`config.mk`:
```
export PLATFORM = sky130hd
export DESIGN_NAME = integer_field_formatter
export DESIGN_NICKNAME = d
export VERILOG_FILES = /design/src/rtl/core/iff_pkg.sv /design/src/rtl/core/integer_field_formatter.sv
export SDC_FILE = /design/constraint.sdc
export NUM_CORES = 1
export LEC_CHECK = 0
export ABC_AREA = 1
export ABC_CLOCK_PERIOD_IN_PS = 34600
export BUFFER_PORTS_ARGS = -buffer_cell sky130_fd_sc_hd__buf_2
export CAP_MARGIN = 20
export CORE_MARGIN = 10
export CORE_UTILIZATION = 50
export DETAILED_ROUTE_END_ITERATION = 8
export PLACE_DENSITY = 0.69
export SETUP_SLACK_MARGIN = 0.5
export SYNTH_ARGS = -nofsm -noshare
export SYNTH_HDL_FRONTEND = slang
export SYNTH_SLANG_ARGS = --single-unit
export TNS_END_PERCENT = 5
```
`constraint.sdc`:
```
create_clock -name aclk -period 34.6 [get_ports aclk]
set_input_delay 3.46 -clock aclk [delete_from_list [all_inputs] [get_ports aclk]]
set_output_delay 3.46 -clock aclk [all_outputs]
set_load 0.03 [all_outputs]
```
`src/rtl/core/iff_pkg.sv`:
```
// Shared constants, conversion codes and the digit-to-ASCII function for the field formatter.
package iff_pkg;

    // Default cap on the field width.
    localparam int MAX_FIELD_WIDTH_DEF = 63;

    // Conversion codes carried in the opcode field.
    localparam logic [2:0] OP_SDEC = 3'd0;
    localparam logic [2:0] OP_UDEC = 3'd1;
    localparam logic [2:0] OP_HEXL = 3'd2;
    localparam logic [2:0] OP_HEXU = 3'd3;
    localparam logic [2:0] OP_OCT  = 3'd4;
    localparam logic [2:0] OP_PTR  = 3'd5;

    // Digit store: enough for 22 octal digits of a 64-bit value.
    localparam int DIGITS    = 22;
    localparam int DIG_IDX_W = 5;
    // BCD digits needed for any 64-bit unsigned value.
    localparam int BCD_DIGITS = 20;

    // ASCII characters used in the field.
    localparam logic [7:0] CH_SPACE = 8'h20;
    localparam logic [7:0] CH_MINUS = 8'h2D;
    localparam logic [7:0] CH_ZERO  = 8'h30;
    localparam logic [7:0] CH_X     = 8'h78;
    localparam logic [7:0] CH_UA    = 8'h41;
    localparam logic [7:0] CH_LA    = 8'h61;

    // Map one digit value to its ASCII character.
    function automatic logic [7:0] digit_char(input logic [3:0] d, input logic upper);
        logic [7:0] base;
        begin
            base = upper ? CH_UA : CH_LA;
            if (d < 4'd10) begin
                digit_char = CH_ZERO + {4'b0, d};
            end else begin
                digit_char = base + {4'b0, d} - 8'd10;
            end
        end
    endfunction

endpackage

```
`src/rtl/core/integer_field_formatter.sv`:
```
// Top level of the printf-style integer field formatter with a decimal shift unit.
// Flow: one item is taken, then decimal conversions pass through the shift-and-adjust
// (double-dabble) loop, while hex, octal and pointer skip it; a state finds the digit
// count, then one character leaves per cycle while the consumer does not stall. A new
// item is taken only after the last character of the field has been loaded.
// Reset (synchronous, active low) returns the sequencer to idle and drops the output valid.
module integer_field_formatter #(
    parameter int MAX_FIELD_WIDTH = iff_pkg::MAX_FIELD_WIDTH_DEF
) (
    input  logic        aclk,
    input  logic        aresetn,
    input  logic        s_axis_tvalid,
    output logic        s_axis_tready,
    // tdata, low bit up: operand_value[63:0], field_width[69:64], zero_fill[70], zeros.
    input  logic [71:0] s_axis_tdata,
    // tuser, low bit up: opcode[2:0], operand_wide[3].
    input  logic [3:0]  s_axis_tuser,
    output logic        m_axis_tvalid,
    input  logic        m_axis_tready,
    // tdata: out_char[7:0].
    output logic [7:0]  m_axis_tdata,
    // tlast: last_char.
    output logic        m_axis_tlast
);

    localparam int CW = $clog2(MAX_FIELD_WIDTH + 1);

    localparam logic [1:0] ST_IDLE   = 2'd0;
    localparam logic [1:0] ST_DABBLE = 2'd1;
    localparam logic [1:0] ST_LEN    = 2'd2;
    localparam logic [1:0] ST_EMIT   = 2'd3;

    logic [1:0]  state_reg, state_next;
    logic [5:0]  cnt_reg, cnt_next;
    logic [63:0] mag_reg, mag_next;
    logic [iff_pkg::DIGITS-1:0][3:0] dig_reg, dig_next;
    logic        upper_reg, upper_next;
    logic        ptr_reg, ptr_next;
    logic        zfill_reg, zfill_next;
    logic [1:0]  plen_reg, plen_next;
    logic [CW-1:0] width_reg, width_next;
    logic [CW-1:0] pad_reg, pad_next;
    logic [CW-1:0] total_reg, total_next;
    logic [CW-1:0] pos_reg, pos_next;
    logic        m_valid_reg, m_valid_next;
    logic [7:0]  m_data_reg, m_data_next;
    logic        m_last_reg, m_last_next;

    // Input field views.
    logic [2:0]  in_op;
    logic        in_wide;
    logic [63:0] in_val;
    logic [5:0]  in_width;
    logic        in_zfill;
    logic        accept;

    assign in_op    = s_axis_tuser[2:0];
    assign in_wide  = s_axis_tuser[3];
    assign in_val   = s_axis_tdata[63:0];
    assign in_width = s_axis_tdata[69:64];
    assign in_zfill = s_axis_tdata[70];

    assign s_axis_tready = (state_reg == ST_IDLE);
    assign accept        = s_axis_tvalid && s_axis_tready;

    assign m_axis_tvalid = m_valid_reg;
    assign m_axis_tdata  = m_data_reg;
    assign m_axis_tlast  = m_last_reg;

    // Operand preparation: size selection, sign extension and magnitude.
    logic [63:0] val_sized, val_sext, mag_in;
    logic [65:0] oct_ext;
    logic        neg_in;
    logic [6:0]  width_cap;

    always_comb begin
        val_sized = (in_op != iff_pkg::OP_PTR && !in_wide) ? {32'b0, in_val[31:0]} : in_val;
        val_sext  = (in_op == iff_pkg::OP_SDEC && !in_wide)
                  ? {{32{val_sized[31]}}, val_sized[31:0]} : val_sized;
        neg_in    = (in_op == iff_pkg::OP_SDEC) && val_sext[63];
        mag_in    = neg_in ? (64'd0 - val_sext) : val_sext;
        oct_ext   = {2'b00, mag_in};
        width_cap = ({1'b0, in_width} > 7'(MAX_FIELD_WIDTH))
                  ? 7'(MAX_FIELD_WIDTH) : {1'b0, in_width};
    end

    // One double-dabble step: adjust every BCD digit, then shift the pair left.
    logic [79:0] bcd_adj;
    logic [3:0]  bcd_d;

    always_comb begin
        bcd_adj = '0;
        for (int i = 0; i < iff_pkg::BCD_DIGITS; i++) begin
            bcd_d = dig_reg[i];
            bcd_adj[4*i +: 4] = (bcd_d >= 4'd5) ? bcd_d + 4'd3 : bcd_d;
        end
    end

    // Digit count: position of the highest nonzero digit, at least one.
    logic [4:0] dlen;
    logic [4:0] body;
    logic [6:0] body7, wreg7;

    always_comb begin
        dlen = 5'd1;
        for (int i = 0; i < iff_pkg::DIGITS; i++) begin
            if (dig_reg[i] != 4'd0) begin
                dlen = 5'(i + 1);
            end
        end
        body  = {3'b0, plen_reg} + dlen;
        body7 = {2'b0, body};
        wreg7 = 7'(width_reg);
    end

    // Character at the current field position.
    localparam int DIG_IDX_W_L = iff_pkg::DIG_IDX_W;
    logic [CW-1:0] plen_ext, pp_end;
    logic [CW-1:0] pre_off;
    logic [DIG_IDX_W_L-1:0] dig_idx;
    logic [7:0]    pre_char, cur_char;
    logic          in_digits;

    always_comb begin
        plen_ext  = CW'(plen_reg);
        pp_end    = pad_reg + plen_ext;
        pre_off   = zfill_reg ? pos_reg : (pos_reg - pad_reg);
        pre_char  = ptr_reg ? (pre_off[0] ? iff_pkg::CH_X : iff_pkg::CH_ZERO) : iff_pkg::CH_MINUS;
        dig_idx   = DIG_IDX_W_L'(total_reg - pos_reg - CW'(1));
        in_digits = (pos_reg >= pp_end);
        if (in_digits) begin
            cur_char = iff_pkg::digit_char(dig_reg[dig_idx], upper_reg);
        end else if (!zfill_reg) begin
            cur_char = (pos_reg < pad_reg) ? iff_pkg::CH_SPACE : pre_char;
        end else begin
            cur_char = (pos_reg < plen_ext) ? pre_char : iff_pkg::CH_ZERO;
        end
    end

    // Sequencer and datapath next-state logic.
    always_comb begin
        state_next   = state_reg;
        cnt_next     = cnt_reg;
        mag_next     = mag_reg;
        dig_next     = dig_reg;
        upper_next   = upper_reg;
        ptr_next     = ptr_reg;
        zfill_next   = zfill_reg;
        plen_next    = plen_reg;
        width_next   = width_reg;
        pad_next     = pad_reg;
        total_next   = total_reg;
        pos_next     = pos_reg;
        m_valid_next = m_valid_reg;
        m_data_next  = m_data_reg;
        m_last_next  = m_last_reg;

        // The result stage drains whenever the consumer takes a transaction.
        if (m_valid_reg && m_axis_tready) begin
            m_valid_next = 1'b0;
        end

        unique case (state_reg)
            ST_IDLE: begin
                if (accept && in_op <= iff_pkg::OP_PTR) begin
                    upper_next = (in_op == iff_pkg::OP_HEXU);
                    ptr_next   = (in_op == iff_pkg::OP_PTR);
                    zfill_next = in_zfill;
                    plen_next  = (in_op == iff_pkg::OP_PTR) ? 2'd2 : {1'b0, neg_in};
                    width_next = CW'(width_cap);
                    mag_next   = mag_in;
                    cnt_next   = '0;
                    if (in_op == iff_pkg::OP_SDEC || in_op == iff_pkg::OP_UDEC) begin
                        dig_next   = '0;
                        state_next = ST_DABBLE;
                    end else if (in_op == iff_pkg::OP_OCT) begin
                        for (int i = 0; i < iff_pkg::DIGITS; i++) begin
                            dig_next[i] = {1'b0, oct_ext[3*i +: 3]};
                        end
                        state_next = ST_LEN;
                    end else begin
                        dig_next   = {24'b0, mag_in};
                        state_next = ST_LEN;
                    end
                end
            end
            ST_DABBLE: begin
                dig_next = {8'b0, bcd_adj[78:0], mag_reg[63]};
                mag_next = {mag_reg[62:0], 1'b0};
                cnt_next = cnt_reg + 6'd1;
                if (cnt_reg == 6'd63) begin
                    state_next = ST_LEN;
                end
            end
            ST_LEN: begin
                if (wreg7 > body7) begin
                    pad_next   = CW'(wreg7 - body7);
                    total_next = width_reg;
                end else begin
                    pad_next   = '0;
                    total_next = CW'(body7);
                end
                pos_next   = '0;
                state_next = ST_EMIT;
            end
            ST_EMIT: begin
                // Load the next character once the result stage is free.
                if (!m_valid_reg || m_axis_tready) begin
                    m_valid_next = 1'b1;
                    m_data_next  = cur_char;
                    m_last_next  = (pos_reg == total_reg - CW'(1));
                    pos_next     = pos_reg + CW'(1);
                    if (pos_reg == total_reg - CW'(1)) begin
                        state_next = ST_IDLE;
                    end
                end
            end
            default: begin
                state_next = ST_IDLE;
            end
        endcase
    end

    // Control registers take reset; payload registers do not.
    always_ff @(posedge aclk) begin
        if (!aresetn) begin
            state_reg   <= ST_IDLE;
            m_valid_reg <= 1'b0;
        end else begin
            state_reg   <= state_next;
            m_valid_reg <= m_valid_next;
        end
        cnt_reg    <= cnt_next;
        mag_reg    <= mag_next;
        dig_reg    <= dig_next;
        upper_reg  <= upper_next;
        ptr_reg    <= ptr_next;
        zfill_reg  <= zfill_next;
        plen_reg   <= plen_next;
        width_reg  <= width_next;
        pad_reg    <= pad_next;
        total_reg  <= total_next;
        pos_reg    <= pos_next;
        m_data_reg <= m_data_next;
        m_last_reg <= m_last_next;
    end

endmodule
```
==> results.toml <==
[power_and_ir_drop]
clock_power_share_pct = 16.7
power.total_mw = 1.27
p_sw_share_pct = 45.4
netSwitchingPower_uw = 579
powerDensity_nw_per_um2 = 78.5
combPwrFrac_pct = 49.3
p_seq_share_pct = 33.9
max-vdd-ir-drop_v = 0.0000409
p_int_uw = 696
leakagePower_nw = 7.09

[timing]
slew_headroom_pct = 30.1
fin_worst_skew_ps = 10.3
timing.final.crit_period_ps = 6280
maxSlewViolCount = 0
whs_ps = 513
worstMarginPinSlew_ps = 1050
rsz0062_at_grt = "no"
layout_worst_path_cycle_share_pct = 18.2
fmax_mhz = 159
finalSetupViolations = 0
fin_setup_tns_ps = 0
timing.final.ws_setup_ps = 28320
finalHoldViolCount = 0

[synthesis]
synthArstFlopShare_pct = 0
yosysUniqueCellTypes = 60
netlist_area_um2 = 14900
synth_edf_count = 190
synth_nets = 2112
syn-instance-count = 1951
synth_ff_type = "edfxtp_1"
yosysWarnings = 0
ys_seq_area_share_pct = 38.7
synth-seq-cells = 193
avgSynthCellArea_um2 = 7.64

[global_route]
overflow = 0
grt_max_degree = 95
grt_pass1_wl_mm = 63.7
grt_use_met1_pct = 30.1
met2_usage_pct = 33.5
gr-usage-met3_pct = 3.94
track_usage_pct = 21.5
antenna_found_initial = 0
busiest_layer = "met2"
first_global_vias = 12300

[clock_network]
cts_made_buffers = 17
ctsHoldBuffers = 0
htree_levels = 4
cts_sinks = 193
cts_root_buf = "clkbuf_16"
clk_pin_slew_ps = 70
clockBufferDepth = 2
clk_latency_ps = 440
cts_tree = "yes"
cts_setup_buffers = 0
cts.repair.resized = 0

[floorplanning]
rows = 63
die_area_um2 = 37100
ios = 91
initial_core_util_pct = 50.4
dieHeight_um = 193
fp.dieW_um = 193
core_area_um2 = 29600

[worst_setup_path]
rrSetupSlack_ps = 30030
cp-startpoint = "s_axis_tuser[1]"
cp.required_ps = 34760
worstSetupPathType = "primary input to flip-flop"
crit_fanout = 41
worstReg2RegEnd = "total_reg[4]"
crit_path_end = "dig_reg[1]"
cp_slowest_cell = "o21ai_0"
worstSetupEndpointType = "flip-flop"
r2r_start = "dig_reg[12]"
cp.depth = 10
reg2reg_depth = 37
worst_path_largest_cell_delay_ps = 820
crit_family = "compound AO/OA/AOI/OAI gates"
worst_setup_path_start_kind = "primary input"
arrival_ps = 6440
crit_chain = "buf_2 -> nor2_2 -> nand4_2 -> buf_4 -> o21ai_2 -> inv_2 -> nor2_8 -> inv_2 -> o21ai_0 -> o21ai_0"
path_buf_inv = 4

[drt]
drc = 0
via_per_inst = 5.51
ant_nets = 0
routed_wl_mm = 40.3
via_count = 13300
dr.pass1.iters = 6
drt_first_iter_violations = 1424
wl_per_cell_um = 16.7

[place]
place_area_um2 = 15600
gp_congestion = 0.883
pre_cts_ws_ps = 27890
dp_hpwl_mm = 30.1
placed_cells = 2373
port_buffers = 88

[layout]
largest_register_ffs = 80
antenna_cells = 0
drive_gt1_share_pct = 9.73
nNetsFinal = 2163
area_delta_synth_final_pct = 8.89
fillers = 2798
fin_util_pct = 54.9
design_area_um2 = 16200
fin_cells = 2405

[job]
max-cap-violations = 0

[worst_hold_path]
hold_class = "flip-flop to flip-flop"

[outcome]
outcome = "completed"
-- cells in the mapped netlist, types with 8 or more instances --
master    number  area, um^2
o21ai_2       19         166
xor2_1        74         648
o21ai_1       27         135
ha_1          77         963
inv_1        285        1070
edfxtp_1     190        5710
o21ai_0      229        1150
buf_2          8        40.0
nand2_1      414        1550
nand3_1       79         395
nor3_1        28         140
o22ai_1       14        87.6
clkbuf_1      46         173
nor2_2         9        56.3
a21oi_1      119         596
a32o_1         8        80.1
nand4_1       11        68.8
nand2_2        9        56.3
nor2_1       169         634
inv_2          8        30.0
o211ai_1      10        75.1
xnor2_1       19         166
buf_6          8        90.1
-- power groups by stage --
stage | logic, mW | clock network (mW) | registers (mW)
3_3_place_gp | 0.603 | 0 | 0.433
3_5_place_dp | 0.616 | 0 | 0.436
2_1_floorplan | 0.459 | 0 | 0.450
4_1_cts | 0.622 | 0.216 | 0.431
5_1_grt | 0.714 | 0.225 | 0.442
6_report | 0.629 | 0.213 | 0.433
-- layout by cell type (no fill, tap or decap), types with 8 or more instances in the layout --
cell and count:
inv_2 8, a21oi_1 119, o22ai_1 14, nor2_2 9, nand2_2 9, clkbuf_16 17
edfxtp_1 190, o21ai_0 228, buf_4 11, nand2_1 414, ha_1 76, o21ai_1 27
a32o_1 8, nor2_1 169, nand3_1 79, o21ai_2 19, inv_1 285, nor3_1 28
buf_2 88, xor2_1 74, xnor2_1 19, nand4_1 11, o211ai_1 10
-- final cells by class --
| type | count | area, um^2 | area share (%) |
|---|---|---|---|
| repair buffers | 99 | 523 | 3.22 |
| multi-input cells | 1396 | 7730 | 47.6 |
| clock buffers | 20 | 437 | 2.69 |
| well taps | 390 | 488 | 3.01 |
| clock inverters | 12 | 183 | 1.13 |
| inverters | 295 | 1110 | 6.84 |
| flip-flops and latches | 193 | 5770 | 35.5 |
-- worst min-delay path by stage --
stage                     depth (start not counted)           end  slack [ps]    startpoint
after global routing                              0  total_reg[5]         540  width_reg[5]
after global placement                            2   mag_reg[31]         500   mag_reg[30]
after detailed placement                          2   mag_reg[59]         500   mag_reg[58]
after floorplan                                   2  state_reg[0]         470  state_reg[0]
final                                             0  total_reg[5]         510  width_reg[5]
after CTS                                         2   mag_reg[59]         520   mag_reg[58]
-- metal layers --
metal  share of wire [%]  wire [um]
met1                  46      18700
met2                  45      17900
met3                 7.5       3020
met4                 1.5        600
met5                   0          0
-- cell families (layout without fill, tap and decap cells) --
| family | Yosys count | after routing | share of synthesized area (%) |
|---|---|---|---|
| DFF | 193 | 193 | 38.7 |
| adders and majority gates | 81 | 81 | 7.00 |
| other | 1 | 1 | 0.0251 |
| xor gates and xnor gates | 96 | 96 | 5.79 |
| and+or+nand+nor | 751 | 751 | 21.2 |
| muxes | 1 | 1 | 0.0671 |
| AOI/OAI and AO/OA | 466 | 466 | 17.6 |
| buffers and inverters | 362 | 426 | 9.65 |
Note: power is estimated with default switching activity, not from simulation.
